### src/npr_pkg.sv
`default_nettype none
package npr_pkg;

    // polynomial size, a power of two
    localparam int POLY_SIZE  = 1024;
    localparam int ADDR_W     = $clog2(POLY_SIZE);
    localparam int EXP_W      = ADDR_W + 1;
    localparam int INDEX_W    = 10;
    localparam int EXPO_W     = 11;
    localparam int COEF_W     = 32;

    // stream packing
    localparam int S_TDATA_W  = 56;
    localparam int S_TUSER_W  = 2;
    localparam int M_TDATA_W  = 32;
    localparam int M_TUSER_W  = 1;

    localparam int IDX_LSB    = 0;
    localparam int EXPO_LSB   = IDX_LSB + INDEX_W;
    localparam int VAL_LSB    = EXPO_LSB + EXPO_W;

    typedef enum logic [1:0] {
        CMD_WRITE     = 2'd0,
        CMD_MUL_XA    = 2'd1,
        CMD_MUL_XA_M1 = 2'd2,
        CMD_EXTRACT   = 2'd3
    } cmd_t;

    // read operation control carried alongside the memory read
    typedef struct packed {
        logic negate;
        logic sub_self;
        logic zero;
        logic status;
    } op_ctrl_t;

endpackage
`default_nettype wire

### src/npr_addr_gen.sv
`default_nettype none
module npr_addr_gen (
    input  wire npr_pkg::cmd_t                  cmd,
    input  wire logic [npr_pkg::INDEX_W-1:0]    coef_index,
    input  wire logic [npr_pkg::EXPO_W-1:0]     exponent,
    output logic      [npr_pkg::ADDR_W-1:0]     addr_a,
    output logic      [npr_pkg::ADDR_W-1:0]     addr_b,
    output logic                                pos_ok,
    output npr_pkg::op_ctrl_t                   ctrl
);

    localparam int EXT_W = (npr_pkg::EXPO_W > npr_pkg::INDEX_W) ?
                           npr_pkg::EXPO_W + 1 : npr_pkg::INDEX_W + 1;

    logic [EXT_W-1:0]           pos_ext;
    logic [EXT_W-1:0]           expo_ext;
    logic [npr_pkg::EXP_W-1:0]  rot_a;
    logic [npr_pkg::EXP_W-1:0]  rot_t;
    logic [npr_pkg::ADDR_W-1:0] ext_t;
    logic                       expo_ok;

    assign pos_ext  = EXT_W'(coef_index);
    assign expo_ext = EXT_W'(exponent);
    assign pos_ok   = pos_ext < EXT_W'(npr_pkg::POLY_SIZE);
    assign expo_ok  = expo_ext < EXT_W'(npr_pkg::POLY_SIZE);

    // rotation: exponent modulo 2N, source index (i - a) modulo 2N
    assign rot_a = npr_pkg::EXP_W'(exponent);
    assign rot_t = npr_pkg::EXP_W'(coef_index) - rot_a;

    // extraction: source index (idx - i) modulo N, negated when i > idx
    assign ext_t = npr_pkg::ADDR_W'(exponent) - npr_pkg::ADDR_W'(coef_index);

    assign addr_b = npr_pkg::ADDR_W'(coef_index);

    always_comb begin
        addr_a        = rot_t[npr_pkg::ADDR_W-1:0];
        ctrl.negate   = rot_t[npr_pkg::EXP_W-1];
        ctrl.sub_self = 1'b0;
        ctrl.zero     = !pos_ok;
        ctrl.status   = 1'b0;
        unique case (cmd)
            npr_pkg::CMD_MUL_XA_M1: begin
                ctrl.sub_self = 1'b1;
            end
            npr_pkg::CMD_EXTRACT: begin
                addr_a      = ext_t;
                ctrl.negate = pos_ext > expo_ext;
                ctrl.zero   = !expo_ok || !pos_ok;
                ctrl.status = !expo_ok;
            end
            default: begin
            end
        endcase
    end

endmodule
`default_nettype wire

### config.mk
export PLATFORM = sky130hd
export DESIGN_NAME = npr_addr_gen
export DESIGN_NICKNAME = d
export VERILOG_FILES = /design/src/npr_pkg.sv /design/src/npr_addr_gen.sv
export SDC_FILE = /design/constraint.sdc
export NUM_CORES = 1
export LEC_CHECK = 0
export CELL_PAD_IN_SITES_DETAIL_PLACEMENT = 1
export CELL_PAD_IN_SITES_GLOBAL_PLACEMENT = 2
export CORE_AREA = 4 4 65 55
export DETAILED_ROUTE_END_ITERATION = 8
export DIE_AREA = 0 0 69 59
export DONT_BUFFER_PORTS = 1
export PLACE_DENSITY = 0.94
export SYNTH_ARGS = -nofsm -noshare
export SYNTH_HDL_FRONTEND = slang
export SYNTH_SLANG_ARGS = --single-unit
### constraint.sdc
create_clock -name vclk -period 1.8
set_input_delay 0.09 -clock vclk [all_inputs]
set_output_delay 0.09 -clock vclk [all_outputs]
set_load 0.02 [all_outputs]
---- Word-level counts from Yosys, hierarchy flattened ----
Cells that the tools add are included.
W data, S select, Z words.
cells by class
  $add $sub $neg .......................... 2
  magnitude comparators ................... 3
  equality and inequality tests ........... 2
  reduce and logical (&&, ||, !) cells .... 3
  muxes and demuxes ....................... 4
operators with widths
  cell                    count
  $gt A10 B11 Y1          1
  $lt A10 B11 Y1 const B  1
  $lt A11 B11 Y1 const B  1
  $sub A10 B11 Y11        1
  $mux W10                1
  $sub A10 B10 Y10        1
  $eq A2 B2 Y1 const B    2
  $logic_not A1 Y1        2
  $mux W1                 2
  $mux W2                 1
  $logic_or A1 B1 Y1      1
word-level totals
  bits in registers ....................... 0
  output and inout port bits .............. 25

---- Logic depth before layout (Yosys ltp) ----
Gate-level depths: netlist (run 1).
  depth in word-level cells ............... 4
  gate-level depth with buffers ........... 9
  mapped depth without buffers ............ 9

---- Least setup slack after synthesis (run 1) ----
Ideal clock, no wire load.
  path type ............................... input to output
  start ................................... input coef_index[2] (netlist bit)
  end ..................................... output addr_a[9] (netlist bit)
  stages .................................. 9
  data arrival time ....................... 1.701 ns
  required time ........................... 1.710 ns
  buffers on the path ..................... 1
  setup slack ............................. 0.009 ns
  cells stage by stage .................... inv_1 -> ha_1 -> buf_6 -> a21oi_4 -> a21boi_1 -> o21a_1 -> o32a_1 -> a21o_1 -> xor2_1
on the way
  longest elaborated chain between the ends .. 2
  elaborated cells on any way between the ends .. 3
RTL lines
  what                                                  RTL line                                RTL
  start, declared                                       npr_addr_gen.sv:4                       input wire logic [npr_pkg::INDEX_W-1:0] coef_index,
  $sub A10 B11 Y11 or $sub A10 B10 Y10 (tied branches)  npr_addr_gen.sv:29, npr_addr_gen.sv:32
  $mux W10 (*)                                          npr_addr_gen.sv:42                      unique case (cmd)
  end, declared                                         npr_addr_gen.sv:6                       output logic [npr_pkg::ADDR_W-1:0] addr_a,
Mark *: on every way between the ends. The rest lies on a longest branch, timed or not.

==> flow_metrics.tcl, run 1 <==
set metrics [dict create \
    busiest_layer "met2" \
    netlist_top_cells_area "ha_1 24%, buf_4 9.0%, inv_1 8.3%, xor2_1 6.1%, a21oi_1 6.0%" \
    syn_avg_cell_area_um2 6.95 \
    p_leak_nw 0.542 \
    max_stage_delay_ns 0.37 \
    worst_ep_required_time_ns 1.71 \
    relSlewSlack_pct 62.5 \
    flops_and_latches 0 \
    yosys_warnings 0 \
    final_nets 190 \
    seq_area_um2 0 \
    via_per_inst 5.32 \
    grt_pass1_wl_um 4630 \
    wire_per_inst_um 16.1 \
    num_vias 978 \
    crit_type "input pin to primary output" \
    syn-instance-count 144 \
    max_slew.worst_pin.slew_ns 0.547 \
    syn_nets 188 \
    diodes 0 \
    grt_pass1_vias 1032 \
    numPortBuffers 0 \
    dr.pass1.iters 4 \
    met3_usage_pct 3.39 \
    crit_arrival_ns 1.65 \
    die_y_um 59 \
    layout_commonest_cell "inv_1" \
    core-area_um2 2970 \
    whs_path_depth 0 \
    place_area_um2 1050 \
    period_share_pct 96.7 \
    io_pins 48 \
    final.setup.tns_ns 0 \
    die_area_um2 4070 \
    ir_worst_vdd_mv 0.134 \
    finalInstanceArea_um2 1110 \
    rsz0062_at_grt "yes" \
    start_kind "input pin" \
    antenna_found_initial 0 \
    ant_nets 0 \
    syn-cell-area_um2 1000 \
    wl_um 2950 \
    initial_core_util_pct 33.7 \
    min-delay-start "coef_index[3]" \
    run_status "finished clean" \
    n_clock_buffer 0 \
    fmax_ghz 0.575 \
    crit_chain "inv_1 -> ha_2 -> fa_2 -> nor2b_2 -> o21ai_2 -> a21oi_2 -> o32ai_2 -> xor2_1 -> a22o_2" \
    setup_viol 0 \
    powerDensity_nw_per_um2 421 \
    min_to "addr_b[3]" \
    yosysTopAreaCell "ha_1" \
    die_w_um 69 \
    cpMaxStageDelayCell "fa_2" \
    num_rows 18 \
    grt_util_met2_pct 24.0 \
    gr-usage-all-layers_pct 13.4 \
    yosysSeqAreaShare_pct 0 \
    worstHoldPathType "input pin to primary output" \
    drt_iter0_markers 35 \
    drv_cap 0 \
    synthDistinctLibCells 38 \
    grt_max_degree 9 \
    dpl.hpwl_um 2440 \
    cp-end-kind "primary output" \
    area_growth_syn_to_layout_pct 11.3 \
    path_max_fanout 3 \
    grt-ovfl-total 0 \
    min_period_ns 1.74 \
    drive_gt1_share_pct 20.8 \
    place.gp.congestion 0.850 \
    layout_common_cells "21 x inv_1, 16 x ha_1, 15 x buf_4" \
    drc 0 \
    synth_top_area_share_pct 23.8 \
    grt_use_met1_pct 15.6 \
    finalMaxSlewViolations 0 \
    hold_viol 0 \
]
how the worst max path moves through the flow:
stage	startpoint	end	slack [ns]
CTS	coef_index[0]	addr_a[6]	0.002
detailed placement	coef_index[0]	ctrl[3]	-0.11
finish	coef_index[0]	ctrl[3]	0.06
global route	exponent[0]	addr_a[8]	-0.04
global placement	coef_index[0]	ctrl[3]	-0.05
floorplan	coef_index[2]	addr_a[9]	0.009
Yosys cell counts, types with 3 or more instances:
cell type,number
nand3b_1,3
inv_1,22
nor2b_1,3
nor2_1,8
nor3_1,4
a21oi_1,12
xor2_1,7
buf_4,12
ha_1,19
nand3_1,3
o21ai_0,5
nand2_1,12
power breakdown:
part	leakage, nW	internal [mW]	switching [mW]	total, mW
clock network	0	0	0	0
registers	0	0	0	0
logic	0.542	0.198	0.271	0.469
total	0.542	0.198	0.271	0.469
worst max-delay path, delay by kind of cell:
family	cells	cell delay [ns]
AOI/OAI and AO/OA	4	0.68
xor gates and xnor gates	1	0.15
adders and majority gates	2	0.56
buffers and inverters	1	0.03
and+or+nand+nor	1	0.13
what timing repair did:
action	CTS	global route
hold buffers	0	0
pin swaps	2	4
setup endpoints to repair	4	5
resized for setup	4	14
cloned	0	0
setup buffers	0	0
cell families (layout without fill, tap and decap cells):
kind of cell,count (synthesis),count (layout),share of synthesized area (%)
xor gates and xnor gates,9,9,7.88
and+or+nand+nor,40,40,19.5
adders and majority gates,21,21,27.8
muxes,2,2,2.00
other,1,1,0.375
buffers and inverters,37,37,19.2
AOI/OAI and AO/OA,34,34,23.3
metal layers:
metal	vias up	wire length [µm]
met5	-	0
met4	0	91
met3	10	175
met2	30	1410
met1	465	1280
li1	473	-
per-stage QoR:
stage	worst slack (ns)	instances	hold WS, ns	utilization [%]	total power [mW]
finish	0.0602	184	0.180	37.5	0.469
global placement	-0.0529	184	0.180	35.4	0.427
CTS	0.00202	184	0.180	35.8	0.451
global route	-0.0359	184	0.180	37.5	0.510
floorplan	0.00917	144	0.258	-	0.339
detailed placement	-0.111	184	0.180	35.4	0.444
final cells by class:
| type | instances | area (µm²) |
|---|---|---|
| inverters | 22 | 86.3 |
| fillers | 404 | 1860 |
| repair buffers | 15 | 113 |
| multi-input cells | 107 | 865 |
| well taps | 40 | 50.0 |
Power figures use the tool's default switching activity.
==> run 2, diff against run 1 <==
PLACE_DENSITY = unset   (was 0.94)
PLACE_DENSITY_LB_ADDON = 0.1   (was unset)
==> flow_metrics.tcl, run 2 (synthesized netlist as in run 1, its figures left out) <==
set metrics [dict create \
    grt_max_degree 9 \
    start_kind "input pin" \
    utilization_pct 37.7 \
    routed-wl-met3_um 175 \
    seq_area_um2 0 \
    wl_um 2720 \
    layout_commonest_cell "inv_1" \
    cp-end-kind "primary output" \
    max_stage_delay_ns 0.33 \
    finalMaxSlewViolations 0 \
    cpMaxStageDelayCell "ha_1" \
    ant_nets 0 \
    diodes 0 \
    period_share_pct 95.4 \
    die_w_um 69 \
    num_vias 952 \
    dpl.hpwl_um 2420 \
    crit_arrival_ns 1.63 \
    relSlewSlack_pct 66.3 \
    die_y_um 59 \
    crit_type "input pin to primary output" \
    final.setup.tns_ns 0 \
    fillers 392 \
    crit_family "compound AO/OA/AOI/OAI gates" \
    run_status "finished clean" \
    worstHoldPathType "input pin to primary output" \
    max_slew.worst_pin.slew_ns 0.491 \
    drt_iter0_markers 23 \
    layout_common_cells "22 x inv_1, 19 x buf_4, 17 x ha_1" \
    place_area_um2 1070 \
    initial_core_util_pct 33.7 \
    wire_per_inst_um 14.4 \
    grt_pass1_wl_um 4380 \
    grt_pass1_vias 950 \
    area_growth_syn_to_layout_pct 12.0 \
    drc 0 \
    gr-usage-all-layers_pct 12.8 \
    worst_ep_required_time_ns 1.71 \
    wirelength_met1_um 1380 \
    num_rows 18 \
    wl_met2_um 1160 \
    powerDensity_nw_per_um2 411 \
    cp_num_buf_inv 2 \
    core-area_um2 2970 \
    antenna_found_initial 0 \
    via_per_inst 5.06 \
    dr.pass1.iters 4 \
    drive_gt1_share_pct 20.9 \
    setup_viol 0 \
    io_pins 48 \
    p_leak_nw 0.565 \
    final_nets 194 \
    numPortBuffers 0 \
    path_max_fanout 4 \
    crit_chain "inv_1 -> ha_1 -> nand3b_1 -> a21boi_1 -> o21a_1 -> o32a_1 -> a21o_1 -> xor2_1 -> buf_4" \
    place.gp.congestion 0.763 \
    top_layer_used "met3" \
    finalInstanceArea_um2 1120 \
    ctsHoldBuffers 0 \
    flops_and_latches 0 \
    hold_viol 0 \
    die_area_um2 4070 \
    min_period_ns 1.72 \
    n_clock_buffer 0 \
    ir_worst_vdd_mv 0.134 \
    drv_cap 0 \
    fmax_ghz 0.582 \
    grt-ovfl-total 0 \
]
[run 2: cell types whose count changed in the layout (fill, tap and decap cells not counted)]
cell	before	now
buf_4	15	19
nand2_1	12	11
a2111oi_1	0	1
nand2_2	0	1
ha_4	2	1
clkinvlp_4	1	0
ha_1	16	17
a21oi_1	10	11
a2111oi_2	1	0
a21oi_2	2	1
inv_1	21	22
[run 2: what timing repair did]
action / in CTS / in global routing
setup buffers: 0 / 2
setup endpoints to repair: 4 / 6
pin swaps: 1 / 7
gates resized for setup: 3 / 12
[run 2: final cells by class]
class / count / area, µm² / area share [%]
timing repair buffer: 19 / 143 / 12.7
tap: 40 / 50.0 / 4.46
inverter: 22 / 82.6 / 7.37
multi-input combinational: 107 / 846 / 75.4
[run 2: metal layers]
metal | global-route usage, % | vias up
met5 | 0 | -
met2 | 20.9 | 26
met1 | 19.2 | 443
met3 | 1.69 | 0
met4 | 0 | 0
li1 | - | 483
[run 2: final timing paths]
check,start,endpoint,slack [ns],cells past startpoint
max,coef_index[1],addr_a[9],0.08,9
min,coef_index[5],addr_b[5],0.18,0
[run 2: where the power goes]
group          switching [mW]  leakage [nW]  internal (mW)
clock                       0             0              0
combinational           0.260         0.565          0.201
sequential                  0             0              0
total                   0.260         0.565          0.201
[run 2: stage by stage]
step           setup WS [ns]  hold slack, ns  std cells  power (mW)
6_report              0.0822           0.180        188       0.461
3_3_place_gp         -0.0981           0.180        186       0.440
5_1_grt            -0.000802           0.180        188       0.505
4_1_cts               0.0126           0.180        186       0.448
2_1_floorplan        0.00917           0.258        144       0.339
3_5_place_dp         -0.0943           0.180        186       0.443
