**src/npr_pkg.sv**
```systemverilog
`default_nettype none
package npr_pkg;

    // polynomial size, a power of two
    localparam int POLY_SIZE  = 1024;
    localparam int ADDR_W     = $clog2(POLY_SIZE);
    localparam int EXP_W      = ADDR_W + 1;
    localparam int INDEX_W    = 10;
    localparam int EXPO_W     = 11;
    localparam int COEF_W     = 32;

    // stream packing
    localparam int S_TDATA_W  = 56;
    localparam int S_TUSER_W  = 2;
    localparam int M_TDATA_W  = 32;
    localparam int M_TUSER_W  = 1;

    localparam int IDX_LSB    = 0;
    localparam int EXPO_LSB   = IDX_LSB + INDEX_W;
    localparam int VAL_LSB    = EXPO_LSB + EXPO_W;

    typedef enum logic [1:0] {
        CMD_WRITE     = 2'd0,
        CMD_MUL_XA    = 2'd1,
        CMD_MUL_XA_M1 = 2'd2,
        CMD_EXTRACT   = 2'd3
    } cmd_t;

    // read operation control carried alongside the memory read
    typedef struct packed {
        logic negate;
        logic sub_self;
        logic zero;
        logic status;
    } op_ctrl_t;

endpackage
`default_nettype wire

```
**src/npr_combine.sv**
```systemverilog
`default_nettype none
module npr_combine (
    input  wire npr_pkg::op_ctrl_t              ctrl,
    input  wire logic [npr_pkg::COEF_W-1:0]     rd_rot,
    input  wire logic [npr_pkg::COEF_W-1:0]     rd_self,
    output logic      [npr_pkg::COEF_W-1:0]     result_value
);

    logic [npr_pkg::COEF_W-1:0] signed_rot;
    logic [npr_pkg::COEF_W-1:0] diff;

    // conditional negation, then optional subtraction of the own coefficient
    assign signed_rot = ctrl.negate ? (npr_pkg::COEF_W'(0) - rd_rot) : rd_rot;
    assign diff       = ctrl.sub_self ? (signed_rot - rd_self) : signed_rot;

    assign result_value = ctrl.zero ? npr_pkg::COEF_W'(0) : diff;

endmodule
`default_nettype wire

```
**config.mk**
```make
export PLATFORM = sky130hd
export DESIGN_NAME = npr_combine
export DESIGN_NICKNAME = d
export VERILOG_FILES = /design/src/npr_pkg.sv /design/src/npr_combine.sv
export SDC_FILE = /design/constraint.sdc
export NUM_CORES = 1
export LEC_CHECK = 0
export BUFFER_PORTS_ARGS = -buffer_cell sky130_fd_sc_hd__buf_2
export CAP_MARGIN = 20
export CORE_MARGIN = 3
export CORE_UTILIZATION = 40
export DETAILED_ROUTE_END_ITERATION = 6
export PLACE_DENSITY = 0.66
export SLEW_MARGIN = 20
export SYNTH_ARGS = -nofsm -noshare
export SYNTH_HDL_FRONTEND = slang
export SYNTH_SLANG_ARGS = --single-unit
```
**constraint.sdc**
```tcl
create_clock -name vclk -period 18.12
set_input_delay 3.624 -clock vclk [all_inputs]
set_output_delay 3.624 -clock vclk [all_outputs]
set_load 0.02 [all_outputs]
```
== After elaboration in Yosys (flattened, before gate mapping) ==
Index checks and enable logic that the tools add are counted.
Word-level totals
  flip-flop bits (word level): 0
  logic and storage cells: 5
Cells by class
  add/subtract/negate cells: 2
  muxes and demuxes: 3
Operator list (count)
  32-bit 2-to-1 mux: 3
  1-bit by 32-bit subtractor with 32-bit output (first input constant): 1
  32-bit subtractor: 1

== Logic depth before layout (Yosys ltp) ==
Gate-level depths: netlist of run 1.
  word-level depth: 5
  mapped depth: 17

== Worst setup path after synthesis of run 1 ==
No wires, ideal clock.
  path kind: in2out
  start: input rd_rot[18] in the netlist's numbering
  end: output result_value[31] in the netlist's numbering
  data arrival time: 7.623 ns
  data required time: 14.496 ns
  setup slack: 6.873 ns
  stages: 15
  cell sequence: or4_1 -> or2_4 -> or4_2 -> o31ai_1 -> xnor2_1 -> ha_1 -> clkbuf_1 -> a21o_1 -> a2111o_1 -> a21oi_1 -> a211o_1 -> o41a_1 -> or2_1 -> or4_2 -> nand4_1
On the way
  cells in the longest elaborated chain, start to end: 5
Ends and longest elaborated chain
  start: declaration: RTL line npr_combine.sv:4  | input wire logic [npr_pkg::COEF_W-1:0] rd_rot,
  1-bit by 32-bit subtractor with 32-bit output: RTL line npr_combine.sv:13  | assign signed_rot = ctrl.negate ? (npr_pkg::COEF_W'(0) - rd_rot) : rd_rot;
  32-bit 2-to-1 mux *: RTL line npr_combine.sv:13
  32-bit subtractor: RTL line npr_combine.sv:14  | assign diff = ctrl.sub_self ? (signed_rot - rd_self) : signed_rot;
  32-bit 2-to-1 mux *: RTL line npr_combine.sv:14
  32-bit 2-to-1 mux *: RTL line npr_combine.sv:16  | assign result_value = ctrl.zero ? npr_pkg::COEF_W'(0) : diff;
  end: declaration: RTL line npr_combine.sv:6  | output logic [npr_pkg::COEF_W-1:0] result_value
Mark *: on every way between the ends. The rest lies on a longest branch, timed or not.

== Worst setup path after layout of run 1 ==
Ends and elaborated chain as after synthesis.

==> results of run 1 <==
## cell type report
class              count  area [um^2]
multi-input cells    381         2710
inverters             40          150
repair buffers        99          495
well taps             96          120
fillers              739         3470
## synthesized netlist by cell type, types with 2 or more instances
library cell,number,area (um^2)
sky130_fd_sc_hd__a211o_1,2,17.5
sky130_fd_sc_hd__a211oi_1,20,150
sky130_fd_sc_hd__a21o_1,15,113
sky130_fd_sc_hd__a21oi_1,30,150
sky130_fd_sc_hd__a221o_1,2,20.0
sky130_fd_sc_hd__a31oi_1,8,50.1
sky130_fd_sc_hd__and2_1,2,12.5
sky130_fd_sc_hd__and3_1,2,12.5
sky130_fd_sc_hd__buf_1,3,11.3
sky130_fd_sc_hd__clkbuf_1,15,56.3
sky130_fd_sc_hd__ha_1,32,400
sky130_fd_sc_hd__inv_1,40,150
sky130_fd_sc_hd__mux2i_1,3,30.0
sky130_fd_sc_hd__nand2_1,40,150
sky130_fd_sc_hd__nand2b_1,8,50.1
sky130_fd_sc_hd__nand3_1,9,45.0
sky130_fd_sc_hd__nand3b_1,2,15.0
sky130_fd_sc_hd__nand4_1,6,37.5
sky130_fd_sc_hd__nor2_1,33,124
sky130_fd_sc_hd__nor2b_1,3,18.8
sky130_fd_sc_hd__nor3_1,3,15.0
sky130_fd_sc_hd__nor3b_1,3,22.5
sky130_fd_sc_hd__nor4b_1,4,35.0
sky130_fd_sc_hd__o2111ai_1,3,26.3
sky130_fd_sc_hd__o211ai_1,3,22.5
sky130_fd_sc_hd__o21a_1,5,37.5
sky130_fd_sc_hd__o21ai_0,32,160
sky130_fd_sc_hd__o21bai_1,2,15.0
sky130_fd_sc_hd__o22ai_1,2,12.5
sky130_fd_sc_hd__o2bb2ai_1,2,17.5
sky130_fd_sc_hd__o31a_1,2,17.5
sky130_fd_sc_hd__o31ai_1,12,90.1
sky130_fd_sc_hd__o41ai_1,3,26.3
sky130_fd_sc_hd__or2_2,3,18.8
sky130_fd_sc_hd__or3_1,3,18.8
sky130_fd_sc_hd__or3_4,2,22.5
sky130_fd_sc_hd__or4_1,3,22.5
sky130_fd_sc_hd__or4_2,2,17.5
sky130_fd_sc_hd__xnor2_1,44,385
sky130_fd_sc_hd__xor2_1,11,96.3
## how the worst max path moves through the flow
stage	endpoint	slack (ns)	from	cells past startpoint
floorplan	result_value[31]	6.87	rd_rot[18]	15
global placement	result_value[31]	6.54	rd_rot[18]	16
detailed placement	result_value[31]	6.48	rd_rot[18]	16
CTS	result_value[31]	6.47	rd_rot[18]	16
global route	result_value[31]	6.30	rd_rot[18]	16
finish	result_value[31]	6.45	rd_rot[18]	16
## cells by family (layout without fill, tap and decap cells)
| logic type | Yosys count | in the layout | synth area share (%) |
|---|---|---|---|
| compound gates | 154 | 154 | 35.6 |
| fa+ha+maj | 33 | 33 | 14.3 |
| xor+xnor | 56 | 56 | 16.9 |
| buf+inv | 60 | 139 | 7.95 |
| mux | 3 | 3 | 1.02 |
| simple gates | 135 | 135 | 24.2 |
## report_power, final
part           internal, W  switching [W]  total [W]
registers                0              0          0
logic            0.0000635      0.0000926   0.000156
clock network            0              0          0
total            0.0000635      0.0000926   0.000156
## stage by stage
stage / total power [W] / cells / instance area, um^2 / hold slack, ns
global route: 0.000173 / 616 / 3470 / 7.67
floorplan: 0.000115 / 441 / 2940 / 7.43
finish: 0.000156 / 616 / 3470 / 7.64
detailed placement: 0.000154 / 616 / 3470 / 7.65
CTS: 0.000155 / 616 / 3470 / 7.65
global placement: 0.000153 / 616 / 3470 / 7.64
## layer usage
layer / vias up / wire length (um)
met4: 0 / 26
met5: - / 0
li1: 1772 / -
met2: 113 / 4170
met3: 2 / 569
met1: 1543 / 4200
==> flow_summary.yaml, run 1 <==
finish:
  layout.sequential_cells: 0
  final_common_cell: "sky130_fd_sc_hd__buf_2"
  n_clock_buffer: 0
  fin_nets: 623
  area_delta_synth_final_pct: 18.1
  post_route_cells_drive_above_1_share_pct: 21.5
  final_core_utilization_pct: 50.0
  antenna_cells: 0
  seq_area_um2: 0
  most_frequent_cells_in_the_layout: "99 x sky130_fd_sc_hd__buf_2, 44 x sky130_fd_sc_hd__xnor2_1, 40 x sky130_fd_sc_hd__nand2_1, 40 x sky130_fd_sc_hd__inv_1, 33 x sky130_fd_sc_hd__nor2_1"
synthesis:
  syn_avg_cell_area_um2: 6.67
  yosysWarningCount: 0
  synthCells: 441
  syn-num-nets: 542
  post_synth_num_cell_types: 62
  post_synth_instance_area_um2: 2940
  share_of_synthesized_area_occupied_by_flip_flops_and_latches_pct: 0
floorplanning:
  std_cell_rows: 30
  design.die.area_um2: 8420
  die_width_um: 91.8
  floorplan.core_area_um2: 6940
  start_util_pct: 42.4
  floorplan.die.height_um: 91.8
  floorplan.io_pins: 100
power_and_ir_drop:
  ir_drop_v: 0.0000200
  total_leakage_power_nw: 1.64
  powerDensity_nw_per_um2: 44.9
critical_path:
  setup.worst_path.end_class: "output pin"
  timing.critical_path.arrival_ns: 8.04
  critical_path.max_stage_delay_ns: 0.72
  cp.buffers_inverters: 2
  setup.worst_path.start_class: "primary input"
  critical_path.cell_chain: "buf_2, or4_1, or2_4, or4_2, o31ai_1, xnor2_1, ha_1, a21o_1, a2111o_1, a21oi_1, a211o_1, o41a_1, or2_1, or4_2, nand4_1, buf_2"
  cell_type_of_the_slowest_stage_on_the_worst_timing_path: "sky130_fd_sc_hd__or4_2"
  worstPathMaxFanout: 9
  worst-endpoint-required_ns: 14.50
  worst_path_dominant_cell_family: "simple AND/OR/NAND/NOR gates"
  worstSetupPathType: "in -> out"
timing:
  report.final.slew_viol_count: 0
  grt_setup_unrepaired: "no"
  maximum_clock_frequency_ghz: 0.0857
  finalCritPeriodShare_pct: 64.4
  worst_max_slew_margin_expressed_relative_to_the_limit_pct: 37.6
  finalWorstPathRequiredPeriod_ns: 11.67
  tightest_slew_ns: 0.933
  hold_violations: 0
  finalSetupViolCount: 0
  setup_ws_ns: 6.45
  setup_tns_ns: 0
place:
  port_buffers: 99
  dpl.hpwl_um: 7260
  routabilityCongestion: 0.964
  preCtsSetupSlack_ns: 6.48
global_routing:
  initial_antenna_violation_count: 0
  groute.layer.met3.usage_pct: 1.39
  gr-usage-met2_pct: 36.2
  met1_usage_pct: 27.9
  grt_busiest_layer: "met2"
  number_of_global_route_vias_before_repair: 3222
  wire_length_of_the_first_global_routing_pass_um: 14800
  grt_start_max_net_pins: 48
  grt_usage_pct: 20.2
  grt.overflow.total: 0
drt:
  detail-route-antenna-nets: 0
  first_iter_violations: 104
  wire_per_inst_um: 14.5
  wirelength_um: 8960
  vias: 3430
  total_iterations_of_the_first_detailed_routing_run: 4
  vias_per_cell: 5.57
  remaining_routing_drc_violations: 0
run:
  timing.max_cap.violations: 0
worst_hold_path:
  worst_hold_startpoint: "rd_self[0]"
  worstHoldEndpoint: "result_value[0]"
  min_delay_path_depth: 4
  hp-class: "in -> out"
clock_network:
  holdBufCountCts: 0
  cts_resized: 0
  post-cts-setup-buffers: 0
status:
  run_status: "finished clean"
(Power assumes the default switching activity.)
==> run 2, diff against run 1 <==
==> constraint.sdc (replaced) <==
create_clock -name vclk -period 12.1
set_input_delay 2.42 -clock vclk [all_inputs]
set_output_delay 2.42 -clock vclk [all_outputs]
set_load 0.02 [all_outputs]
==> run 2 against run 1 <==
Net effect: worst setup slack got worse by 3.5 ns; worst hold slack got worse by 2.4 ns; die area unchanged; power up 50%; global-route usage shrank 0.27 points; flip-flop and latch count unchanged; non-clock buffer count did not move.
==> flow_summary.yaml, run 2 (same netlist as run 1, synthesis figures left out) <==
status:
  run_status: "finished clean"
finish:
  fillers: 743
  antenna_cells: 0
  post_route_cells_drive_above_1_share_pct: 21.5
  n_clock_buffer: 0
  final_common_cell: "sky130_fd_sc_hd__buf_2"
  layout.sequential_cells: 0
  most_frequent_cells_in_the_layout: "99 x sky130_fd_sc_hd__buf_2, 44 x sky130_fd_sc_hd__xnor2_1, 40 x sky130_fd_sc_hd__nand2_1, 40 x sky130_fd_sc_hd__inv_1, 33 x sky130_fd_sc_hd__nor2_1"
  seq_area_um2: 0
  fin_nets: 623
  area_delta_synth_final_pct: 18.1
  multi_input_area_um2: 2710
drt:
  vias_per_cell: 5.59
  first_iter_violations: 170
  wirelength_um: 8970
  wl_met3_um: 559
  met2_length_um: 4120
  remaining_routing_drc_violations: 0
  detail-route-antenna-nets: 0
  total_iterations_of_the_first_detailed_routing_run: 4
  vias: 3443
  highest_layer: "met4"
  wire_per_inst_um: 14.6
  wirelength_met1_um: 4240
critical_path:
  setup.worst_path.end_class: "output pin"
  timing.critical_path.arrival_ns: 6.77
  critical_path.cell_chain: "buf_2, or4_1, or2_4, or4_2, o31ai_1, xnor2_1, ha_1, a21o_1, a2111o_1, a21oi_1, a211o_1, o41a_1, or2_1, or4_2, nand4_1, buf_2"
  worstSetupPathType: "in -> out"
  cp.buffers_inverters: 2
  worstPathMaxFanout: 9
  worst-endpoint-required_ns: 9.68
  worst_path_dominant_cell_family: "simple AND/OR/NAND/NOR gates"
  critical_path.max_stage_delay_ns: 0.72
  cp.depth: 16
  cell_type_of_the_slowest_stage_on_the_worst_timing_path: "sky130_fd_sc_hd__or4_2"
  setup.worst_path.start_class: "primary input"
timing:
  finalSetupViolCount: 0
  maximum_clock_frequency_ghz: 0.109
  report.final.slew_viol_count: 0
  grt_setup_unrepaired: "no"
  finalHoldWorstSlack_ns: 5.23
  hold_violations: 0
  worst_max_slew_margin_expressed_relative_to_the_limit_pct: 40.5
  tightest_slew_ns: 0.889
  finalWorstPathRequiredPeriod_ns: 9.19
  finalCritPeriodShare_pct: 75.9
  setup_tns_ns: 0
floorplanning:
  floorplan.die.height_um: 91.8
  die_width_um: 91.8
  floorplan.io_pins: 100
  start_util_pct: 42.4
  floorplan.core_area_um2: 6940
  design.die.area_um2: 8420
  std_cell_rows: 30
clock_network:
  holdBufCountCts: 0
  post-cts-setup-buffers: 0
  cts_resized: 0
global_routing:
  initial_antenna_violation_count: 0
  grt_usage_pct: 19.9
  grt_start_max_net_pins: 48
  grt.overflow.total: 0
  wire_length_of_the_first_global_routing_pass_um: 14600
  number_of_global_route_vias_before_repair: 3254
place:
  routabilityCongestion: 0.944
  port_buffers: 99
  dpl.hpwl_um: 7380
power_and_ir_drop:
  ir_drop_v: 0.0000302
  total_leakage_power_nw: 1.64
  powerDensity_nw_per_um2: 67.3
run:
  timing.max_cap.violations: 0
worst_hold_path:
  hp-class: "in -> out"
  min_delay_path_depth: 4
==> run 2: worst paths after layout <==
kind               end  slack, ns        from
max   result_value[31]       2.91  rd_rot[18]
min    result_value[0]       5.23  rd_self[0]
==> run 2: final cells by class <==
cell class                 instances  area share [%]
multi-input combinational        381            78.0
timing repair buffer              99            14.3
inverter                          40            4.32
tap                               96            3.46
==> run 2: layer usage <==
layer | up-vias | track usage (%)
li1 | 1773 | -
met1 | 1553 | 27.8
met2 | 113 | 34.6
met3 | 4 | 1.72
met4 | 0 | 1.49
met5 | - | 0
==> run 2: power breakdown <==
| part | switching, W | leakage, nW | internal (W) |
|---|---|---|---|
| Sequential | 0 | 0 | 0 |
| Clock | 0 | 0 | 0 |
| Combinational | 0.000139 | 1.64 | 0.0000952 |
| Total | 0.000139 | 1.64 | 0.0000952 |
==> run 2: per-stage QoR <==
step	total power (W)	worst slack, ns	instance area (um^2)	instances	utilization (%)
after floorplan	0.000172	3.26	2940	441	-
after global placement	0.000230	2.93	3470	616	50.0
after detailed placement	0.000231	2.93	3470	616	50.0
after CTS	0.000233	2.92	3470	616	50.0
after global routing	0.000259	2.71	3470	616	50.0
final	0.000234	2.91	3470	616	50.0
==> run 3, diff against run 2 <==
--- a/config.mk
+++ b/config.mk
@@ -5,6 +5,7 @@
 export SDC_FILE = /design/constraint.sdc
 export NUM_CORES = 1
 export LEC_CHECK = 0
+export ABC_AREA = 1
 export BUFFER_PORTS_ARGS = -buffer_cell sky130_fd_sc_hd__buf_2
 export CAP_MARGIN = 20
 export CORE_MARGIN = 3
==> constraint.sdc (replaced) <==
create_clock -name vclk -period 7.83
set_input_delay 1.566 -clock vclk [all_inputs]
set_output_delay 1.566 -clock vclk [all_outputs]
set_load 0.02 [all_outputs]
==> run 3 against run 2 <==
Net effect: combinational power grew 59%; synthesized area grew 22%; flip-flop and latch count is the same; largest cell class unchanged.
==> flow_summary.yaml, run 3 <==
status:
  run_status: "finished clean"
timing:
  setup_tns_ns: 0
  hold_violations: 0
  grt_setup_unrepaired: "no"
  tightest_slew_ns: 0.784
  finalCritPeriodShare_pct: 80.6
  report.final.slew_viol_count: 0
  finalWorstPathRequiredPeriod_ns: 6.31
  maximum_clock_frequency_ghz: 0.158
  worst_max_slew_margin_expressed_relative_to_the_limit_pct: 47.7
  setup_ws_ns: 1.52
  finalSetupViolCount: 0
drt:
  vias_per_cell: 5.20
  first_iter_violations: 292
  wire_per_inst_um: 13.3
  total_iterations_of_the_first_detailed_routing_run: 6
  vias: 4694
  wirelength_um: 12000
  remaining_routing_drc_violations: 0
  detail-route-antenna-nets: 0
finish:
  most_frequent_cells_in_the_layout: "192 x sky130_fd_sc_hd__nand2_1, 127 x sky130_fd_sc_hd__inv_1, 99 x sky130_fd_sc_hd__buf_2"
  final_common_cell: "sky130_fd_sc_hd__nand2_1"
  antenna_cells: 0
  post_route_cells_drive_above_1_share_pct: 16.3
  area_delta_synth_final_pct: 15.5
  layout.sequential_cells: 0
  n_clock_buffer: 0
  multi_input_area_um2: 3040
  seq_area_um2: 0
  fillers: 949
  fin_nets: 900
place:
  preCtsSetupSlack_ns: 1.57
  dpl.hpwl_um: 10300
  routabilityCongestion: 0.935
  port_buffers: 99
synthesis:
  synthCells: 712
  synth.area.top_cells: "sky130_fd_sc_hd__nand2_1 20%, sky130_fd_sc_hd__inv_1 13%, sky130_fd_sc_hd__ha_1 11%"
  synth_top_area_share_pct: 20.1
  post_synth_num_cell_types: 39
  syn-num-nets: 813
  synth.top_cells.by_count: "192 x sky130_fd_sc_hd__nand2_1, 127 x sky130_fd_sc_hd__inv_1, 84 x sky130_fd_sc_hd__nor2_1, 64 x sky130_fd_sc_hd__a21oi_1, 50 x sky130_fd_sc_hd__nand3_1"
  yosysWarningCount: 0
  synth.largest_area_cell: "sky130_fd_sc_hd__nand2_1"
  share_of_synthesized_area_occupied_by_flip_flops_and_latches_pct: 0
  syn_avg_cell_area_um2: 5.05
  post_synth_instance_area_um2: 3590
  synthMostInstantiatedCell: "sky130_fd_sc_hd__nand2_1"
floorplanning:
  floorplan.io_pins: 100
  floorplan.core_area_um2: 8460
  std_cell_rows: 33
  die_width_um: 101
  design.die.area_um2: 10200
  floorplan.die.height_um: 101
  start_util_pct: 42.5
clock_network:
  post-cts-setup-buffers: 0
  holdBufCountCts: 0
  cts_resized: 0
global_routing:
  grt_start_max_net_pins: 46
  grt.overflow.total: 0
  initial_antenna_violation_count: 0
  number_of_global_route_vias_before_repair: 4337
  grt_usage_pct: 23.0
  wire_length_of_the_first_global_routing_pass_um: 19400
worst_hold_path:
  min_delay_path_depth: 4
  hp-class: "in -> out"
critical_path:
  worstSetupPathType: "in -> out"
  timing.critical_path.arrival_ns: 4.75
  worst-endpoint-required_ns: 6.26
  worstPathMaxFanout: 5
  setup.worst_path.start_class: "primary input"
  cell_type_of_the_slowest_stage_on_the_worst_timing_path: "sky130_fd_sc_hd__ha_1"
  setup.worst_path.end_class: "output pin"
  critical_path.max_stage_delay_ns: 0.37
  critical_path.cell_chain: "buf_2, inv_1, ha_1, nand3_4, nor2_4, nand4_1, o21ai_1, xor2_1, inv_1, ha_1, nand2_1, nor2_1, inv_1, nor3_2, nand4_1, nand3_1, nor2_1, o21ai_1, nand2_1, inv_1, buf_2"
  timing.critical_path.mode_cell: "sky130_fd_sc_hd__inv_1"
power_and_ir_drop:
  ir_drop_v: 0.0000392
  powerDensity_nw_per_um2: 89.3
  total_leakage_power_nw: 2.40
run:
  timing.max_cap.violations: 0
## run 3: cell count changes after synthesis, sizes merged, moves of 19 or more
cell / before / now
a211oi: 20 / 1
a21oi: 30 / 64
inv: 40 / 128
nand2: 40 / 200
nand3: 9 / 54
nor2: 33 / 91
o21ai: 32 / 54
xnor2: 44 / 13
## run 3: where the power goes
group	switching (W)	internal (W)	leakage (nW)	total, W
registers	0	0	0	0
clock network	0	0	0	0
logic	0.000241	0.000130	2.40	0.000371
total	0.000241	0.000130	2.40	0.000371
## run 3: routing by layer
metal	share of wire [%]	vias up	track usage (%)	wire length (um)
met5	0	-	0	0
met4	1.4	0	2.69	167
met3	6.4	16	0.900	765
met2	45	166	39.2	5420
met1	47	2065	32.9	5620
li1	-	2447	-	-
## run 3: cell families after synthesis
family | share of synthesized area [%]
AOI/OAI and AO/OA | 21.0
xor gates and xnor gates | 7.45
adders and majority gates | 11.7
buffers and inverters | 15.4
and+or+nand+nor | 44.4
## run 3: through the flow
step,util [%],area [um^2],hold slack (ns),std cells,total power (W)
after floorplan,-,3590,3.32,712,0.000265
after global placement,49.0,4150,3.52,902,0.000360
after detailed placement,49.0,4150,3.52,902,0.000365
after CTS,49.0,4150,3.52,902,0.000367
after global routing,49.0,4150,3.55,902,0.000418
final,49.0,4150,3.52,902,0.000371
## run 3: final timing paths
| kind | start | slack [ns] | endpoint |
|---|---|---|---|
| worst max-delay path | rd_rot[0] | 1.52 | result_value[17] |
| worst min-delay path | rd_rot[0] | 3.52 | result_value[0] |
## run 3: critical path: cells and delay by family
kind                       cells  cell delay [ns]
and+or+nand+nor               10             1.31
adders and majority gates      2             0.66
buffers and inverters          6             0.56
AOI/OAI and AO/OA              2             0.32
xor gates and xnor gates       1             0.32
## run 3: area by class of cell
cell class / instances / area share [%]
well taps: 105 / 3.16
multi-input cells: 569 / 73.2
repair buffers: 99 / 11.9
inverters: 129 / 11.7
